### src/rtl/core/pgc_pkg.sv
`timescale 1ns / 1ps
`default_nettype none

package pgc_pkg;

  localparam int MaxVertices = 16;
  localparam int CoordW      = 32;
  localparam int DiffW       = CoordW + 1;
  localparam int ProdW       = 2 * CoordW;
  localparam int IdxW        = $clog2(MaxVertices);
  localparam int CntW        = $clog2(MaxVertices + 1);

  typedef enum logic [1:0] {
    OP_CLEAR  = 2'd0,
    OP_APPEND = 2'd1,
    OP_QUERY  = 2'd2
  } op_t;

  typedef enum logic [2:0] {
    ST_IDLE,
    ST_PRIME,
    ST_DIFF,
    ST_MUL_P,
    ST_MUL_Q,
    ST_CMP,
    ST_DONE
  } state_t;

  typedef struct packed {
    logic [1:0]               operation;
    logic signed [CoordW-1:0] coord_x;
    logic signed [CoordW-1:0] coord_y;
  } in_beat_t;

  typedef struct packed {
    logic inside_res;
    logic stop_command;
    logic vertices_dropped;
  } out_beat_t;

endpackage

`default_nettype wire

### src/rtl/core/polygon_geofence_check.sv
`timescale 1ns / 1ps
`default_nettype none

// Channel  Direction  Handshake              Payload
// in_      input      in_valid / in_ready    in_beat  (operation, coord_x, coord_y)
// out_     output     out_valid / out_ready  out_beat (inside_res, stop_command,
//                                                     vertices_dropped)
//
// A query walks the polygon edge by edge: one shared 32x32 multiplier forms the
// two cross products of each edge in turn, and the vertex store is read through
// one registered port, one vertex per edge.
// Reset (rst_n, synchronous, active low) empties the polygon and clears the
// dropped flag; the vertex store itself is not cleared.
// A finished result waits in the output register; clears and appends are still
// taken meanwhile, a new query holds its result until the old one is taken.

module polygon_geofence_check (
  input  wire                   clk,
  input  wire                   rst_n,
  input  wire                   in_valid,
  output logic                  in_ready,
  input  pgc_pkg::in_beat_t     in_beat,
  output logic                  out_valid,
  input  wire                   out_ready,
  output pgc_pkg::out_beat_t    out_beat
);

  import pgc_pkg::*;

  // Vertex store: one write port (append), one registered read port (query walk).
  logic [CoordW-1:0] mem_x [MaxVertices];
  logic [CoordW-1:0] mem_y [MaxVertices];

  state_t state_r, state_nxt;

  logic [CntW-1:0] count_r, count_nxt;
  logic            ovf_r, ovf_nxt;
  logic [IdxW-1:0] idx_r, idx_nxt;
  logic            inside_r, inside_nxt;

  // Query position, held for the whole walk.
  logic signed [CoordW-1:0] px_r, px_nxt;
  logic signed [CoordW-1:0] py_r, py_nxt;

  // Vertex j (the one before i) and the registered read data (vertex i).
  logic signed [CoordW-1:0] xj_r, xj_nxt;
  logic signed [CoordW-1:0] yj_r, yj_nxt;
  logic signed [CoordW-1:0] rd_x_r;
  logic signed [CoordW-1:0] rd_y_r;

  // Edge operands as magnitude and sign: a=px-xi, b=yj-yi, c=xj-xi, d=py-yi.
  logic [CoordW-1:0] a_mag_r, b_mag_r, c_mag_r, d_mag_r;
  logic [CoordW-1:0] a_mag_nxt, b_mag_nxt, c_mag_nxt, d_mag_nxt;
  logic              a_neg_r, b_neg_r, c_neg_r, d_neg_r;
  logic              a_neg_nxt, b_neg_nxt, c_neg_nxt, d_neg_nxt;
  logic              cross_r, cross_nxt;
  logic              dy_pos_r, dy_pos_nxt;

  logic [ProdW-1:0] p_r, p_nxt;
  logic [ProdW-1:0] q_r, q_nxt;

  logic            out_valid_r, out_valid_nxt;
  out_beat_t       out_beat_r, out_beat_nxt;

  // Control decode
  logic            in_acc;
  logic            is_query;
  logic            is_append;
  logic            is_clear;
  logic            last_edge;
  logic            load_out;
  logic            rd_en;
  logic [IdxW-1:0] rd_addr;
  logic [CntW-1:0] count_m1;

  // Shared multiplier
  logic [CoordW-1:0] mul_a;
  logic [CoordW-1:0] mul_b;
  logic [ProdW-1:0]  mul_p;

  // Edge difference terms
  logic signed [DiffW-1:0] dif_a, dif_b, dif_c, dif_d;

  // Compare terms
  logic p_neg, q_neg, p_gt_q, p_eq_q, edge_hit;

  function automatic logic [CoordW-1:0] mag_of(input logic signed [DiffW-1:0] v);
    logic signed [DiffW-1:0] n;
    n = -v;
    return v[DiffW-1] ? n[CoordW-1:0] : v[CoordW-1:0];
  endfunction

  assign in_acc    = in_valid && in_ready;
  assign is_query  = in_beat.operation == OP_QUERY;
  assign is_append = in_beat.operation == OP_APPEND;
  assign is_clear  = in_beat.operation == OP_CLEAR;
  assign count_m1  = count_r - CntW'(1);
  assign last_edge = {1'b0, idx_r} == count_m1;

  // Next state
  always_comb begin
    state_nxt = state_r;
    case (state_r)
      ST_IDLE: begin
        if (in_acc && is_query) begin
          state_nxt = (count_r == '0) ? ST_DONE : ST_PRIME;
        end
      end
      ST_PRIME: state_nxt = ST_DIFF;
      ST_DIFF:  state_nxt = ST_MUL_P;
      ST_MUL_P: state_nxt = ST_MUL_Q;
      ST_MUL_Q: state_nxt = ST_CMP;
      ST_CMP:   state_nxt = last_edge ? ST_DONE : ST_DIFF;
      ST_DONE: begin
        if (!out_valid_r || out_ready) begin
          state_nxt = ST_IDLE;
        end
      end
      default:  state_nxt = ST_IDLE;
    endcase
  end

  // Control outputs
  always_comb begin
    in_ready = 1'b0;
    rd_en    = 1'b0;
    rd_addr  = idx_r;
    load_out = 1'b0;
    case (state_r)
      ST_IDLE: begin
        in_ready = 1'b1;
        // fetch vertex j of the first edge: the last stored vertex
        rd_en    = in_acc && is_query;
        rd_addr  = count_m1[IdxW-1:0];
      end
      ST_PRIME: begin
        rd_en   = 1'b1;
        rd_addr = '0;
      end
      ST_DIFF: begin
        rd_en   = !last_edge;
        rd_addr = idx_r + IdxW'(1);
      end
      ST_DONE:  load_out = !out_valid_r || out_ready;
      default: begin
        in_ready = 1'b0;
      end
    endcase
  end

  // Shared multiplier: first product in MUL_P, second in MUL_Q
  assign mul_a = (state_r == ST_MUL_Q) ? c_mag_r : a_mag_r;
  assign mul_b = (state_r == ST_MUL_Q) ? d_mag_r : b_mag_r;
  assign mul_p = ProdW'(mul_a) * ProdW'(mul_b);

  assign dif_a = DiffW'(px_r) - DiffW'(rd_x_r);
  assign dif_b = DiffW'(yj_r) - DiffW'(rd_y_r);
  assign dif_c = DiffW'(xj_r) - DiffW'(rd_x_r);
  assign dif_d = DiffW'(py_r) - DiffW'(rd_y_r);

  // Sign of a*b - c*d from magnitudes and signs
  always_comb begin
    p_neg = (p_r != '0) && (a_neg_r != b_neg_r);
    q_neg = (q_r != '0) && (c_neg_r != d_neg_r);
    if (p_neg != q_neg) begin
      p_gt_q = !p_neg;
      p_eq_q = 1'b0;
    end else begin
      p_eq_q = p_r == q_r;
      p_gt_q = p_neg ? (p_r < q_r) : (p_r > q_r);
    end
    // the sense of the compare follows the sign of dy
    edge_hit = dy_pos_r ? !p_gt_q : (p_gt_q || p_eq_q);
  end

  // Datapath next values
  always_comb begin
    count_nxt     = count_r;
    ovf_nxt       = ovf_r;
    idx_nxt       = idx_r;
    inside_nxt    = inside_r;
    px_nxt        = px_r;
    py_nxt        = py_r;
    xj_nxt        = xj_r;
    yj_nxt        = yj_r;
    a_mag_nxt     = a_mag_r;
    b_mag_nxt     = b_mag_r;
    c_mag_nxt     = c_mag_r;
    d_mag_nxt     = d_mag_r;
    a_neg_nxt     = a_neg_r;
    b_neg_nxt     = b_neg_r;
    c_neg_nxt     = c_neg_r;
    d_neg_nxt     = d_neg_r;
    cross_nxt     = cross_r;
    dy_pos_nxt    = dy_pos_r;
    p_nxt         = p_r;
    q_nxt         = q_r;
    out_valid_nxt = out_valid_r;
    out_beat_nxt  = out_beat_r;

    if (out_valid_r && out_ready) begin
      out_valid_nxt = 1'b0;
    end

    case (state_r)
      ST_IDLE: begin
        if (in_acc) begin
          if (is_clear) begin
            count_nxt = '0;
            ovf_nxt   = 1'b0;
          end else if (is_append) begin
            if (count_r < CntW'(MaxVertices)) begin
              count_nxt = count_r + CntW'(1);
            end else begin
              ovf_nxt = 1'b1;
            end
          end else if (is_query) begin
            px_nxt     = in_beat.coord_x;
            py_nxt     = in_beat.coord_y;
            inside_nxt = 1'b0;
            idx_nxt    = '0;
          end
        end
      end
      ST_PRIME: begin
        xj_nxt = rd_x_r;
        yj_nxt = rd_y_r;
      end
      ST_DIFF: begin
        a_mag_nxt  = mag_of(dif_a);
        b_mag_nxt  = mag_of(dif_b);
        c_mag_nxt  = mag_of(dif_c);
        d_mag_nxt  = mag_of(dif_d);
        a_neg_nxt  = dif_a[DiffW-1];
        b_neg_nxt  = dif_b[DiffW-1];
        c_neg_nxt  = dif_c[DiffW-1];
        d_neg_nxt  = dif_d[DiffW-1];
        dy_pos_nxt = !dif_b[DiffW-1] && (dif_b != '0);
        cross_nxt  = (rd_y_r >= py_r) != (yj_r >= py_r);
        // vertex i becomes vertex j of the next edge
        xj_nxt     = rd_x_r;
        yj_nxt     = rd_y_r;
      end
      ST_MUL_P: p_nxt = mul_p;
      ST_MUL_Q: q_nxt = mul_p;
      ST_CMP: begin
        if (cross_r && edge_hit) begin
          inside_nxt = !inside_r;
        end
        idx_nxt = idx_r + IdxW'(1);
      end
      ST_DONE: begin
        if (load_out) begin
          out_valid_nxt                 = 1'b1;
          out_beat_nxt.inside_res       = inside_r;
          out_beat_nxt.stop_command     = !inside_r;
          out_beat_nxt.vertices_dropped = ovf_r;
        end
      end
      default: begin
        inside_nxt = inside_r;
      end
    endcase
  end

  // Control registers
  always_ff @(posedge clk) begin
    if (!rst_n) begin
      state_r     <= ST_IDLE;
      count_r     <= '0;
      ovf_r       <= 1'b0;
      out_valid_r <= 1'b0;
    end else begin
      state_r     <= state_nxt;
      count_r     <= count_nxt;
      ovf_r       <= ovf_nxt;
      out_valid_r <= out_valid_nxt;
    end
  end

  // Payload registers
  always_ff @(posedge clk) begin
    idx_r      <= idx_nxt;
    inside_r   <= inside_nxt;
    px_r       <= px_nxt;
    py_r       <= py_nxt;
    xj_r       <= xj_nxt;
    yj_r       <= yj_nxt;
    a_mag_r    <= a_mag_nxt;
    b_mag_r    <= b_mag_nxt;
    c_mag_r    <= c_mag_nxt;
    d_mag_r    <= d_mag_nxt;
    a_neg_r    <= a_neg_nxt;
    b_neg_r    <= b_neg_nxt;
    c_neg_r    <= c_neg_nxt;
    d_neg_r    <= d_neg_nxt;
    cross_r    <= cross_nxt;
    dy_pos_r   <= dy_pos_nxt;
    p_r        <= p_nxt;
    q_r        <= q_nxt;
    out_beat_r <= out_beat_nxt;
  end

  // Vertex store: write on an append that fits, registered read
  always_ff @(posedge clk) begin
    if (in_acc && is_append && (count_r < CntW'(MaxVertices))) begin
      mem_x[count_r[IdxW-1:0]] <= in_beat.coord_x;
      mem_y[count_r[IdxW-1:0]] <= in_beat.coord_y;
    end
  end

  always_ff @(posedge clk) begin
    if (rd_en) begin
      rd_x_r <= mem_x[rd_addr];
      rd_y_r <= mem_y[rd_addr];
    end
  end

  assign out_valid = out_valid_r;
  assign out_beat  = out_beat_r;

endmodule

`default_nettype wire
### config.mk
export PLATFORM = sky130hd
export DESIGN_NAME = polygon_geofence_check
export DESIGN_NICKNAME = d
export VERILOG_FILES = /design/src/rtl/core/pgc_pkg.sv /design/src/rtl/core/polygon_geofence_check.sv
export SDC_FILE = /design/constraint.sdc
export NUM_CORES = 2
export LEC_CHECK = 0
export ABC_AREA = 0
export BUFFER_PORTS_ARGS = -buffer_cell sky130_fd_sc_hd__buf_4
export CAP_MARGIN = 15
export CELL_PAD_IN_SITES_DETAIL_PLACEMENT = 0
export CELL_PAD_IN_SITES_GLOBAL_PLACEMENT = 1
export CORE_MARGIN = 1
export CORE_UTILIZATION = 30
export CTS_CLUSTER_DIAMETER = 120
export DETAILED_ROUTE_END_ITERATION = 8
export PLACE_DENSITY = 0.48
export SYNTH_ARGS = -nofsm -noshare
export SYNTH_HDL_FRONTEND = slang
export SYNTH_SLANG_ARGS = --single-unit
### constraint.sdc
create_clock -name clk -period 12.85 [get_ports clk]
set_input_delay 3.855 -clock clk [delete_from_list [all_inputs] [get_ports clk]]
set_output_delay 3.855 -clock clk [all_outputs]
set_load 0.01 [all_outputs]
==> results by group <==
CTS
  – CTS sink cnt: 1496
  – CTS tree: yes
  – Largest buffer count on any clock path: 4
  – H-tree lvl count: 4
  – Worst skew pair latency: 0.86 ns
  – Post-CTS Setup Inserts: 0
  – CTS clk-pin slew, worst paths: 0.06 ns
  – CTS buffer count: 182
  – Root buffer cell: clkbuf_16
  – Hold Buf Count CTS: 0
  – CTS resizes: 0

Timing
  – Worst rel slew slack: 0.197
  – Setup_tns: 0 ns
  – Final Skew: roughly 0.032 ns
  – Setup violators final: 0
  – Setup ws final: around 1.5 ns
  – Slew Limit Fails: 0
  – Final Hold Fails: 0
  – Minimum clock period: 11.31 ns
  – RSZ-0062 raised after global routing: no
  – Fin crit share: 0.880
  – Slew @ Worst Pin: between 1 and 1.5 ns
  – Max Clk Rate: 0.0884 GHz

Setup path
  – Most frequent CP cell: fa_1
  – Crit. End Element: flip-flop
  – Critical R2R Launch: state_r[2]
  – Arrival time worst endpoint: around 12 ns
  – Flop2flop setup slack: between 1.5 and 2 ns
  – Startpoint Class: flip-flop
  – Reg2Reg Depth: 30
  – Worst path required time: 13.43 ns
  – Worst R2R End: q_r[62]
  – CP max stage cell: mux2i_4
  – CP max FO: 32
  – WS Path Type: flip-flop to flip-flop
  – CP max stage delay: between 0.8 and 0.9 ns

Drt
  – Via/cell ratio: 5.06
  – Drt total wl: 346000 um
  – Pre-antenna DRT Iters: 6
  – Via count: 68300
  – Residual DRC: 0
  – Wire per inst: ~26 um
  – Antenna Nets Post-Route: 0
  – DRT iter0 DRCs: about 4500

Global routing
  – Initial antenna violation count: 23
  – Largest net degree at the start of global routing: 150
  – GRT Total Usage: 0.202
  – First-pass GRT wire length: around 500000 um
  – Vias in the first global route: 70400
  – Grt ovf: 0

Die
  – Core area: 0.334 mm^2
  – Die span in x: 582 um
  – Top-Level Pins: 75
  – Die ar.: 0.339 mm^2
  – FP Rows: 212
  – Initial Utilization: 0.302
  – Die Height: 582 um

Cells and area
  – Ratio of cells with drive above 1 in the final layout: 0.0756
  – Nets@finish: 10400
  – Commonest cells after routing, fill and taps aside: edfxtp_1 (1486), inv_1 (1094), nand2_1 (1055)
  – Layout overhead on the synthesized area: 12.1%
  – Most common cell after layout, fill and taps aside: edfxtp_1
  – Fillers: about 33000
  – Final Util: 0.339

Synth
  – Post-synth ARST share: 0
  – Mapped Nets: 10500
  – Synthesized area: 0.101 mm^2
  – Sequential share of the synthesized area: 0.444
  – Synth unique cells: 94
  – Synth Flop Type: edfxtp_1
  – Mapped Avg Cell Area: 11.2 um^2
  – Post-synth EDFFs: approximately 1500
  – Cells after synthesis: 8992
  – FF+latch count, synth: roughly 1500
  – Synth warn: 0

Min path
  – Min-delay worst type: flip-flop to flip-flop
  – Worst Hold Path EP: yj_r[16]
  – Hold path start: rd_y_r[16]
  – Hold path cells: 0

Status
  – Status: finished, final reports clean

Job
  – Max-Cap Viols: 0

Place
  – Dpl hpwl: 248000 um
  – Gpl congestion: 0.894
  – I/O Buffers: 74
  – Place WS: 1.62 ns
## worst max path at each step
stage                     startpoint  endpoint  slack, ns
final                     state_r[2]   q_r[62]       1.54
after global routing      state_r[2]   p_r[61]       1.07
after CTS                 state_r[2]   p_r[62]       1.61
after detailed placement  state_r[2]   q_r[62]       1.62
after global placement    state_r[2]   p_r[63]       1.61
after floorplan           state_r[1]   p_r[63]       2.15
## synthesized netlist by cell type, types with 11 or more instances
master	n	share of area
a21o_1	150	0.011
xnor2_1	178	0.015
or2_2	16	0.00099
o211ai_1	18	0.0013
a31oi_1	166	0.010
o21bai_1	21	0.0016
a211oi_1	351	0.026
inv_1	1094	0.041
buf_1	40	0.0015
mux2i_1	70	0.0069
a21oi_1	341	0.017
nor3_1	49	0.0024
o21a_1	29	0.0022
ha_1	498	0.062
a211o_1	11	0.00096
mux2_2	64	0.0071
o21ai_0	152	0.0075
nand2b_1	54	0.0033
nor2b_1	34	0.0021
nor2_1	831	0.031
nand4_1	56	0.0035
xor2_1	99	0.0086
or3_1	19	0.0012
nand2_1	1056	0.039
o31ai_1	24	0.0018
clkbuf_1	392	0.015
a311oi_1	132	0.011
edfxtp_1	1486	0.44
a221oi_1	12	0.0010
and3_1	31	0.0019
nand3_1	63	0.0031
fa_1	900	0.18
and2_1	275	0.017
nor4_1	51	0.0032
o31a_1	12	0.0010
## sequential cells by signal, summed over array words and instances (netlist names), 3 cells and up
name and cells:
q_r 64, d_mag_r 32, c_mag_r 32, b_mag_r 32, rd_x_r 32, a_mag_r 32, py_r 32, px_r 32
mem_x 512, state_r 3, out_beat 3, mem_y 512, xj_r 32, p_r 64, yj_r 32, count_r 5
idx_r 4, rd_y_r 32
## per-stage QoR
step                      hold slack (ns)  cells  instance area (um^2)
after CTS                           0.438  13500                113000
after floorplan                     0.409   8992                101000
after global placement              0.436  13200                107000
after global routing                0.458  13500                113000
final                               0.440  13500                113000
after detailed placement            0.425  13200                107000
## final cells by class
cell class                 count  area, um^2  area share
sequential                  1496       44800       0.396
clock buffer                 223        4730      0.0418
antenna                        5        12.5    0.000111
clock inverter                96         911     0.00805
tap                         4387        5490      0.0485
inverter                    1096        4110      0.0364
multi-input combinational   5963       50900       0.450
timing repair buffer         240        2080      0.0184
## critical path, delay by kind of cell, from the launching register on
| family | cells | cell delay, ns |
|---|---|---|
| XOR/XNOR | 1 | 0.13 |
| buffers and inverters | 7 | 1.23 |
| flip-flops | 1 | 0.74 |
| multiplexers | 1 | 0.83 |
| AO/OA/AOI/OAI | 10 | 2.65 |
| adder cells (fa/ha/maj) | 9 | 4.47 |
| AND/OR/NAND/NOR | 2 | 0.86 |
## per-layer routing
layer  track usage  part of all wire
met2         0.339              0.48
met4        0.0495             0.026
met5             0           0.00045
met3        0.0238             0.038
met1         0.277              0.46
## cell families (layout without fill, tap and decap cells)
family                   count (synthesis)  after routing  synth area share
AO/OA/AOI/OAI                         1554           1554             0.106
XOR/XNOR                               277            277            0.0240
flip-flops                            1496           1496             0.444
multiplexers                           134            134            0.0141
buffers and inverters                 1533           1655            0.0571
AND/OR/NAND/NOR                       2600           2600             0.114
other                                    0              5                 0
adder cells (fa/ha/maj)               1398           1398             0.240
Power is not shown: default switching activity piles up to over one toggle a cycle in this logic, so the estimate is an artifact.
